### src/rtl/owm_pkg.sv
`timescale 1ns / 1ps

package owm_pkg;

   localparam int TICK_W  = 10;
   localparam int CSR_IDX_W = 4;
   localparam int CSR_DATA_W = 10;

   localparam logic [1:0] KIND_TICK  = 2'd0;
   localparam logic [1:0] KIND_RESET = 2'd1;
   localparam logic [1:0] KIND_WRITE = 2'd2;
   localparam logic [1:0] KIND_READ  = 2'd3;

   localparam logic [3:0] PH_IDLE     = 4'd0;
   localparam logic [3:0] PH_RST_LOW  = 4'd1;
   localparam logic [3:0] PH_RST_WAIT = 4'd2;
   localparam logic [3:0] PH_RST_TAIL = 4'd3;
   localparam logic [3:0] PH_WR_LOW   = 4'd4;
   localparam logic [3:0] PH_WR_REC   = 4'd5;
   localparam logic [3:0] PH_RD_LOW   = 4'd6;
   localparam logic [3:0] PH_RD_WAIT  = 4'd7;
   localparam logic [3:0] PH_RD_TAIL  = 4'd8;

   localparam logic [CSR_IDX_W-1:0] CSR_RESET_LOW     = 4'd0;
   localparam logic [CSR_IDX_W-1:0] CSR_PRESENCE_WAIT = 4'd1;
   localparam logic [CSR_IDX_W-1:0] CSR_PRESENCE_TAIL = 4'd2;
   localparam logic [CSR_IDX_W-1:0] CSR_WRITE_ONE_LOW = 4'd3;
   localparam logic [CSR_IDX_W-1:0] CSR_WRITE_ONE_TAIL = 4'd4;
   localparam logic [CSR_IDX_W-1:0] CSR_WRITE_ZERO_LOW = 4'd5;
   localparam logic [CSR_IDX_W-1:0] CSR_READ_SAMPLE  = 4'd6;
   localparam logic [CSR_IDX_W-1:0] CSR_READ_TAIL    = 4'd7;

   localparam logic [9:0] RESET_LOW_INIT      = 10'd480;
   localparam logic [7:0] PRESENCE_WAIT_INIT  = 8'd70;
   localparam logic [7:0] PRESENCE_TAIL_INIT  = 8'd230;
   localparam logic [7:0] WRITE_ONE_LOW_INIT  = 8'd5;
   localparam logic [7:0] WRITE_ONE_TAIL_INIT = 8'd60;
   localparam logic [7:0] WRITE_ZERO_LOW_INIT = 8'd60;
   localparam logic [7:0] READ_SAMPLE_INIT    = 8'd14;
   localparam logic [7:0] READ_TAIL_INIT      = 8'd45;

   typedef struct packed {
      logic [1:0] kind;
      logic [7:0] tx_byte;
      logic       line_level;
   } req_type;

   typedef struct packed {
      logic       drive_low;
      logic       busy_res;
      logic       done_res;
      logic       presence_fail;
      logic [7:0] rx_byte;
      logic       rejected;
   } rsp_type;

endpackage

### src/rtl/one_wire_bus_master.sv
`timescale 1ns / 1ps

// A result is registered and appears in the cycle after its request transaction is accepted.
// Throughput: one request transaction per clock, sustained while results are taken.
// The output register and bus state advance together, so ready only drops under backpressure.
// Synchronous active-high reset releases the line, returns to idle, sets presence_fail
// and loads the timing registers with their default microsecond counts.
module one_wire_bus_master
   import owm_pkg::*;
(
   input  logic                  clock,
   input  logic                  reset,
   input  logic                  req_valid,
   output logic                  req_ready,
   input  req_type               req_data,
   output logic                  rsp_valid,
   input  logic                  rsp_ready,
   output rsp_type               rsp_data,
   input  logic                  csr_valid,
   output logic                  csr_ready,
   input  logic [CSR_IDX_W-1:0]  csr_index,
   input  logic [CSR_DATA_W-1:0] csr_wdata
);

   logic [9:0]        reset_low_ff;
   logic [7:0]        presence_wait_ff;
   logic [7:0]        presence_tail_ff;
   logic [7:0]        write_one_low_ff;
   logic [7:0]        write_one_tail_ff;
   logic [7:0]        write_zero_low_ff;
   logic [7:0]        read_sample_ff;
   logic [7:0]        read_tail_ff;

   logic [3:0]        phase_ff, phase_in;
   logic [TICK_W-1:0] tick_ff, tick_in;
   logic [2:0]        bit_ff, bit_in;
   logic [7:0]        tx_ff, tx_in;
   logic [7:0]        rx_ff, rx_in;
   logic              presence_ff, presence_in;
   logic [7:0]        rx_last_ff, rx_last_in;
   logic              low_ff, low_in;
   logic              rsp_valid_ff, rsp_valid_in;
   rsp_type           rsp_ff, rsp_in;

   logic              accept;
   logic              done;
   logic              rej;
   logic [7:0]        tx_shifted;

   assign req_ready = !rsp_valid_ff || rsp_ready;
   assign accept    = req_valid && req_ready;
   assign csr_ready = 1'b1;
   assign rsp_valid = rsp_valid_ff;
   assign rsp_data  = rsp_ff;
   assign tx_shifted = {1'b0, tx_ff[7:1]};

   always_comb begin
      phase_in    = phase_ff;
      tick_in     = tick_ff;
      bit_in      = bit_ff;
      tx_in       = tx_ff;
      rx_in       = rx_ff;
      presence_in = presence_ff;
      rx_last_in  = rx_last_ff;
      low_in      = low_ff;
      done        = 1'b0;
      rej         = 1'b0;

      if (req_data.kind != KIND_TICK) begin
         if (phase_ff != PH_IDLE) begin
            rej = 1'b1;
         end else begin
            bit_in = 3'd0;
            low_in = 1'b1;
            unique case (req_data.kind)
               KIND_RESET: begin
                  phase_in = PH_RST_LOW;
                  tick_in  = reset_low_ff;
               end
               KIND_WRITE: begin
                  phase_in = PH_WR_LOW;
                  tx_in    = req_data.tx_byte;
                  tick_in  = {2'b00, req_data.tx_byte[0] ? write_one_low_ff
                                                         : write_zero_low_ff};
               end
               default: begin
                  phase_in = PH_RD_LOW;
                  rx_in    = 8'd0;
                  tick_in  = 10'd1;
               end
            endcase
         end
      end else if (phase_ff != PH_IDLE) begin
         if (tick_ff > 10'd1) begin
            tick_in = tick_ff - 10'd1;
         end else begin
            unique case (phase_ff)
               PH_RST_LOW: begin
                  phase_in = PH_RST_WAIT;
                  tick_in  = {2'b00, presence_wait_ff};
                  low_in   = 1'b0;
               end
               PH_RST_WAIT: begin
                  presence_in = req_data.line_level;
                  phase_in    = PH_RST_TAIL;
                  tick_in     = {2'b00, presence_tail_ff};
                  low_in      = 1'b0;
               end
               PH_WR_LOW: begin
                  phase_in = PH_WR_REC;
                  tick_in  = tx_ff[0] ? {2'b00, write_one_tail_ff} : 10'd1;
                  low_in   = 1'b0;
               end
               PH_WR_REC: begin
                  tx_in = tx_shifted;
                  if (bit_ff == 3'd7) begin
                     done = 1'b1;
                  end else begin
                     bit_in   = bit_ff + 3'd1;
                     phase_in = PH_WR_LOW;
                     tick_in  = {2'b00, tx_shifted[0] ? write_one_low_ff
                                                      : write_zero_low_ff};
                     low_in   = 1'b1;
                  end
               end
               PH_RD_LOW: begin
                  phase_in = PH_RD_WAIT;
                  tick_in  = {2'b00, read_sample_ff};
                  low_in   = 1'b0;
               end
               PH_RD_WAIT: begin
                  rx_in    = {req_data.line_level, rx_ff[7:1]};
                  phase_in = PH_RD_TAIL;
                  tick_in  = {2'b00, read_tail_ff};
                  low_in   = 1'b0;
               end
               PH_RD_TAIL: begin
                  if (bit_ff == 3'd7) begin
                     rx_last_in = rx_ff;
                     done       = 1'b1;
                  end else begin
                     bit_in   = bit_ff + 3'd1;
                     phase_in = PH_RD_LOW;
                     tick_in  = 10'd1;
                     low_in   = 1'b1;
                  end
               end
               default: begin
                  done = 1'b1;
               end
            endcase
            if (done) begin
               phase_in = PH_IDLE;
               tick_in  = 10'd0;
               bit_in   = 3'd0;
               low_in   = 1'b0;
            end
         end
      end

      rsp_in.drive_low     = low_in;
      rsp_in.busy_res      = (phase_in != PH_IDLE);
      rsp_in.done_res      = done;
      rsp_in.presence_fail = presence_in;
      rsp_in.rx_byte       = rx_last_in;
      rsp_in.rejected      = rej;

      if (accept) begin
         rsp_valid_in = 1'b1;
      end else if (rsp_ready) begin
         rsp_valid_in = 1'b0;
      end else begin
         rsp_valid_in = rsp_valid_ff;
      end
   end

   always_ff @(posedge clock) begin
      if (reset) begin
         phase_ff     <= PH_IDLE;
         tick_ff      <= '0;
         bit_ff       <= '0;
         tx_ff        <= '0;
         rx_ff        <= '0;
         presence_ff  <= 1'b1;
         rx_last_ff   <= '0;
         low_ff       <= 1'b0;
         rsp_valid_ff <= 1'b0;
      end else begin
         rsp_valid_ff <= rsp_valid_in;
         if (accept) begin
            phase_ff    <= phase_in;
            tick_ff     <= tick_in;
            bit_ff      <= bit_in;
            tx_ff       <= tx_in;
            rx_ff       <= rx_in;
            presence_ff <= presence_in;
            rx_last_ff  <= rx_last_in;
            low_ff      <= low_in;
         end
      end
   end

   always_ff @(posedge clock) begin
      if (accept) begin
         rsp_ff <= rsp_in;
      end
   end

   always_ff @(posedge clock) begin
      if (reset) begin
         reset_low_ff      <= RESET_LOW_INIT;
         presence_wait_ff  <= PRESENCE_WAIT_INIT;
         presence_tail_ff  <= PRESENCE_TAIL_INIT;
         write_one_low_ff  <= WRITE_ONE_LOW_INIT;
         write_one_tail_ff <= WRITE_ONE_TAIL_INIT;
         write_zero_low_ff <= WRITE_ZERO_LOW_INIT;
         read_sample_ff    <= READ_SAMPLE_INIT;
         read_tail_ff      <= READ_TAIL_INIT;
      end else if (csr_valid && csr_ready) begin
         unique case (csr_index)
            CSR_RESET_LOW:      reset_low_ff      <= csr_wdata;
            CSR_PRESENCE_WAIT:  presence_wait_ff  <= csr_wdata[7:0];
            CSR_PRESENCE_TAIL:  presence_tail_ff  <= csr_wdata[7:0];
            CSR_WRITE_ONE_LOW:  write_one_low_ff  <= csr_wdata[7:0];
            CSR_WRITE_ONE_TAIL: write_one_tail_ff <= csr_wdata[7:0];
            CSR_WRITE_ZERO_LOW: write_zero_low_ff <= csr_wdata[7:0];
            CSR_READ_SAMPLE:    read_sample_ff    <= csr_wdata[7:0];
            CSR_READ_TAIL:      read_tail_ff      <= csr_wdata[7:0];
            default: begin
            end
         endcase
      end
   end

endmodule
### config.mk
export PLATFORM = sky130hd
export DESIGN_NAME = one_wire_bus_master
export DESIGN_NICKNAME = d
export VERILOG_FILES = /design/src/rtl/owm_pkg.sv /design/src/rtl/one_wire_bus_master.sv
export SDC_FILE = /design/constraint.sdc
export NUM_CORES = 1
export LEC_CHECK = 0
export BUFFER_PORTS_ARGS = -buffer_cell sky130_fd_sc_hd__buf_2
export CAP_MARGIN = 20
export CORE_MARGIN = 10
export CORE_UTILIZATION = 30
export CTS_BUF_LIST = sky130_fd_sc_hd__clkbuf_2
export DETAILED_ROUTE_END_ITERATION = 8
export PLACE_DENSITY_LB_ADDON = 0.1
export SYNTH_ARGS = -nofsm -noshare
export SYNTH_HDL_FRONTEND = slang
export SYNTH_SLANG_ARGS = --single-unit
### constraint.sdc
create_clock -name clock -period 7.3 [get_ports clock]
set_input_delay 1.46 -clock clock [delete_from_list [all_inputs] [get_ports clock]]
set_output_delay 1.46 -clock clock [all_outputs]
set_load 0.01 [all_outputs]
Word-level counts from Yosys, hierarchy flattened
Cells that the tools add are included.
- output and inout port bits: 16
- input port bits: 30
- register bits after elaboration: 123
- logic and storage cells: 144
- reduce and logical (&&, ||, !) cells: 30
- eq/ne operators: 23
- $lt $le $gt $ge: 1
- mux-type cells: 64
- bitwise logic cells: 1
- add/subtract/negate cells: 2
- operators with widths (kind ; number):
    $mux 8 ; 20
    $mux 10 ; 7
    $pmux 10 s7 ; 1
    $eq 4x3->1 const B ; 8
    $mux 4 ; 7
    $pmux 4 s7 ; 1
    $reduce_and 6->1 ; 4
    $mux 3 ; 7
    $pmux 10 s2 ; 1
    $mux 1 ; 17
    $reduce_and 2->1 ; 8
    $eq 4x2->1 const B ; 3
    $reduce_bool 2->1 ; 6
    $gt 10x1->1 const B ; 1
    $ne 5x5->1 const B ; 2
    $reduce_bool 10->1 ; 1
    $sub 10x1->10 const B ; 1
    $eq 4x1->1 const B ; 2
    $reduce_bool 4->1 ; 2
    $pmux 3 s2 ; 1
    $reduce_or 5->1 ; 1
    $eq 4x4->1 const B ; 1
    $logic_not 4->1 ; 1
    $ne 2x2->1 const B ; 2
    14 further kinds ; 16

Depth between registers and ports, before layout
- word-level depth: 11
- depth in mapped cells: 8
- depth with buffers taken out: 7

Worst setup path after synthesis
OpenSTA, ideal clock, no wires.
- path type: input port to flip-flop
- from: input port rsp_ready
- to: register tx_ff[2]
- cell stages on the path: 8
- slack: 3.872 ns
- buffers on the path: 2
- data required time: 7.168 ns
- setup time: 0.132 ns
- arrival time: 3.296 ns
- cell sequence: nand2b_1 > nand2_1 > buf_2 > inv_1 > clkbuf_1 > nand3_1 > a221oi_1 > nor3_1
- cells in the longest elaborated chain, start to end: 3
- RTL lines (element ; RTL line ; source):
    start, declared ; one_wire_bus_master.sv:17 ; input logic rsp_ready,
    $logic_or 1x1->1 ; one_wire_bus_master.sv:50 ; assign req_ready = !rsp_valid_ff || rsp_ready;
    $logic_and 1x1->1 ; one_wire_bus_master.sv:51 ; assign accept = req_valid && req_ready;
    via accept ; one_wire_bus_master.sv:45 ; logic accept;
    $reduce_and 6->1 (no line) ; -- ;
    end signal, assigned ; one_wire_bus_master.sv:194 ; tx_ff <= tx_in;
    end, declared ; one_wire_bus_master.sv:37 ; logic [7:0] tx_ff, tx_in;
The timed path passes the listed nets, and every way through them passes these cells.
A chain may end at the register's enable or synchronous reset.

Worst setup path in the final report
- from: input port rsp_ready
- to: register tick_ff[3]
- cells in the longest elaborated chain, start to end: 3
- RTL lines (element ; RTL line ; source):
    $logic_or 1x1->1 ; one_wire_bus_master.sv:50 ;
    $logic_and 1x1->1 ; one_wire_bus_master.sv:51 ;
    $reduce_and 6->1 (no line) ; -- ;
    end signal, assigned ; one_wire_bus_master.sv:192 ; tick_ff <= tick_in;
    end, declared ; one_wire_bus_master.sv:35 ; logic [TICK_W-1:0] tick_ff, tick_in;
No other way between the ends.

==> run_results.csv <==
group,metric,value,unit
status,run_status,"complete, no violations",
timing,finalSetupTns,0,ns
clock_network,cts_max_path_buffers,2,
clock_network,cts_max_level,4,
global_routing,grt_pass1_vias,5091,
detailed_routing,drt.antenna.violating_nets,0,
synth,synth_common_cells,"dfxtp_1 (110), nor2_1 (87), mux2i_1 (56)",
detailed_routing,routedWlPerCell,18.11,µm
clock_network,worst_skew_pair.late_latency,0.69,ns
place,io_buffers,44,
timing,clock.fmax,0.2909,GHz
global_routing,grt_pass1_wl,28720,µm
critical_path,rr_startpoint,"rsp_valid",
timing,rsz0062_at_grt,"no",
synth,synthArstFlopShare,0,%
critical_path,end_kind,"flip-flop",
global_routing,grt_overflow_total,0,
synth,ys_ff_latch,123,
critical_path,r2r_end,"tick_ff[3]",
final_layout,fin_nets,743,
synth,ys.warnings.count,0,
synth,synthMostInstantiatedCell,"dfxtp_1",
critical_path,crit_required,7.86,ns
global_routing,track_usage,13.59,%
hold_path,min_from,"reset_low_ff[9]",
critical_path,r2r_cells,6,
synth,syn_inst,687,
flow_run,maxCapViolations,0,
power_and_ir_drop,p_leak,2.487,nW
detailed_routing,drt-total-wl,17910,µm
global_routing,grt_max_degree,55,
detailed_routing,drtIter0Drc,340,
detailed_routing,num_vias,5153,
detailed_routing,drc,0,
floorplanning,die_area,26960,µm²
power_and_ir_drop,power_density,205.9,nW/µm²
timing,setup_viol,0,
hold_path,min_to,"reset_low_ff[9]",
timing,worst_pin_slew,1.064,ns
floorplanning,die_y,164.2,µm
synth,netlist_area,6237,µm²
floorplanning,core,20360,µm²
clock_network,cts_buffers,17,
clock_network,cts_num_sinks,123,
timing,fin_crit_sh,47.08,%
hold_path,min_path_cells,2,
clock_network,cts_tree,"done",
clock_network,post_cts_buffers,0,
synth,syn_nets,725,
global_routing,busiest_layer,"met2",
critical_path,crit_fanout,24,
clock_network,cts_root_buf,"clkbuf_2",
synth,synth_edf_count,13,
critical_path,cp-start-kind,"input port",
floorplanning,floorplan.rows,52,
global_routing,met3_usage,3.329,%
critical_path,criticalPathCategory,"in -> reg",
synth,synth_top_area_share,35.31,%
synth,syn_area_per_cell,9.079,µm²
synth,ys.flop_type,"dfxtp_1",
global_routing,use_met1,17.89,%
synth,yosysUniqueCellTypes,73,
place,place_hpwl,12570,µm
detailed_routing,dr.pass1.iters,5,
global_routing,antenna_found_initial,1,
hold_path,hold_class,"reg -> reg",
synth,synth_top_cell_by_area,"dfxtp_1",
floorplanning,die_w,164.2,µm
floorplanning,io_pins,46,
global_routing,use_met2,21.79,%
synth,ys_seq_area_share,41.56,%
clock_network,path_clk_slew,0.19,ns
timing,max_slew_margin,28.78,%
final_layout,drive_above_1_share,14.92,%
floorplanning,initial_utilization,30.63,%
synth,synth_area_leaders,"dfxtp_1 (35%), mux2i_1 (9.0%), edfxtp_1 (6.3%)",
clock_network,ctsHoldBuffers,0,
final_layout,area_growth,10.43,%
critical_path,r2r_slack,4.37,ns
timing,clock_skew,0.03174,ns
power_and_ir_drop,p_total,1.418,mW
clock_network,postCtsResizedCells,0,
critical_path,arrival,4.00,ns
timing,fin_crit,3.437,ns
place,gp_congestion,0.8285,
timing,slew_violations,0,
power_and_ir_drop,vdd_drop_max,76.78,µV
timing,hold_viol_final,0,
detailed_routing,routed_via_density,5.210,
[power by group]
group	switching, mW	internal, mW
sequential	0.0166	0.706
clock	0.262	0.183
combinational	0.164	0.0861
total	0.443	0.975
[critical path: stages]
cell,delay (ns)
buf_2,0.07
nand2b_1,0.13
nand2_1,0.37
inv_1,0.81
o21ai_1,0.57
a2111oi_0,0.45
a211oi_1,0.13
[layout make-up]
type | instances | area [µm²]
Antenna cell | 2 | 5.005
Clock buffer | 17 | 85.08
Clock inverter | 14 | 153.9
Fill cell | 2109 | 13480
Inverter | 13 | 48.80
Multi-Input combinational cell | 498 | 3378
Sequential cell | 123 | 2592
Tap cell | 270 | 337.8
Timing Repair Buffer | 52 | 286.5
[stage by stage]
stage	cells	cell area [µm²]	util, %	hold slack [ns]	setup slack, ns
CTS	986	6872	33.74	0.4740	3.926
detailed placement	955	6633	32.57	0.4422	3.124
global route	989	6888	33.82	0.4940	3.645
finish	989	6888	33.82	0.4735	3.863
global placement	955	6633	32.57	0.4361	3.254
floorplan	687	6237	-	0.4269	3.872
[sequential cells by signal, indices dropped and copies added (netlist names)]
signal             flops
bit_ff                 3
low_ff                 1
phase_ff               4
presence_ff            1
presence_tail_ff       8
presence_wait_ff       8
read_sample_ff         8
read_tail_ff           8
reset_low_ff          10
rsp_data              13
rsp_valid              1
rx_ff                  8
rx_last_ff             8
tick_ff               10
tx_ff                  8
write_one_low_ff       8
write_one_tail_ff      8
write_zero_low_ff      8
[layout by cell type (no fill, tap or decap), types with 10 or more instances in the layout]
cell / synthesis / routed
a211o_1: 25 / 25
nor2_1: 87 / 87
edfxtp_1: 13 / 13
mux2_2: 12 / 12
inv_1: 13 / 13
nor2b_1: 34 / 34
mux2i_1: 56 / 56
buf_2: 10 / 43
a21oi_1: 28 / 28
nor3_1: 25 / 25
nand2_1: 48 / 48
clkbuf_2: 0 / 17
dfxtp_1: 110 / 110
a221oi_1: 10 / 10
o21ai_0: 13 / 13
[how the worst max path moves through the flow]
stage                         start          to  slack, ns  cells after the start
after detailed placement  rsp_ready  tick_ff[1]       3.12                      7
after global routing      rsp_ready  tick_ff[1]       3.64                      7
after CTS                 rsp_ready  tick_ff[1]       3.93                      7
final                     rsp_ready  tick_ff[3]       3.86                      7
after floorplan           rsp_ready    tx_ff[2]       3.87                      8
after global placement    rsp_ready  tick_ff[1]       3.25                      7
[logic make-up after synthesis]
logic type / share of synthesized area [%]
compound gates: 17.71
xor+xnor: 0.7022
fa+ha+maj: 1.605
buf+inv: 4.353
flops: 41.56
mux: 11.15
other cells: 0.06012
simple gates: 22.85
[layer usage]
layer | vias to the layer above | wire length [µm]
met2 | 96 | 8259
li1 | 2544 | -
met4 | 0 | 117
met3 | 9 | 726
met1 | 2504 | 8804
met5 | - | 0
(Power assumes the default switching activity.)
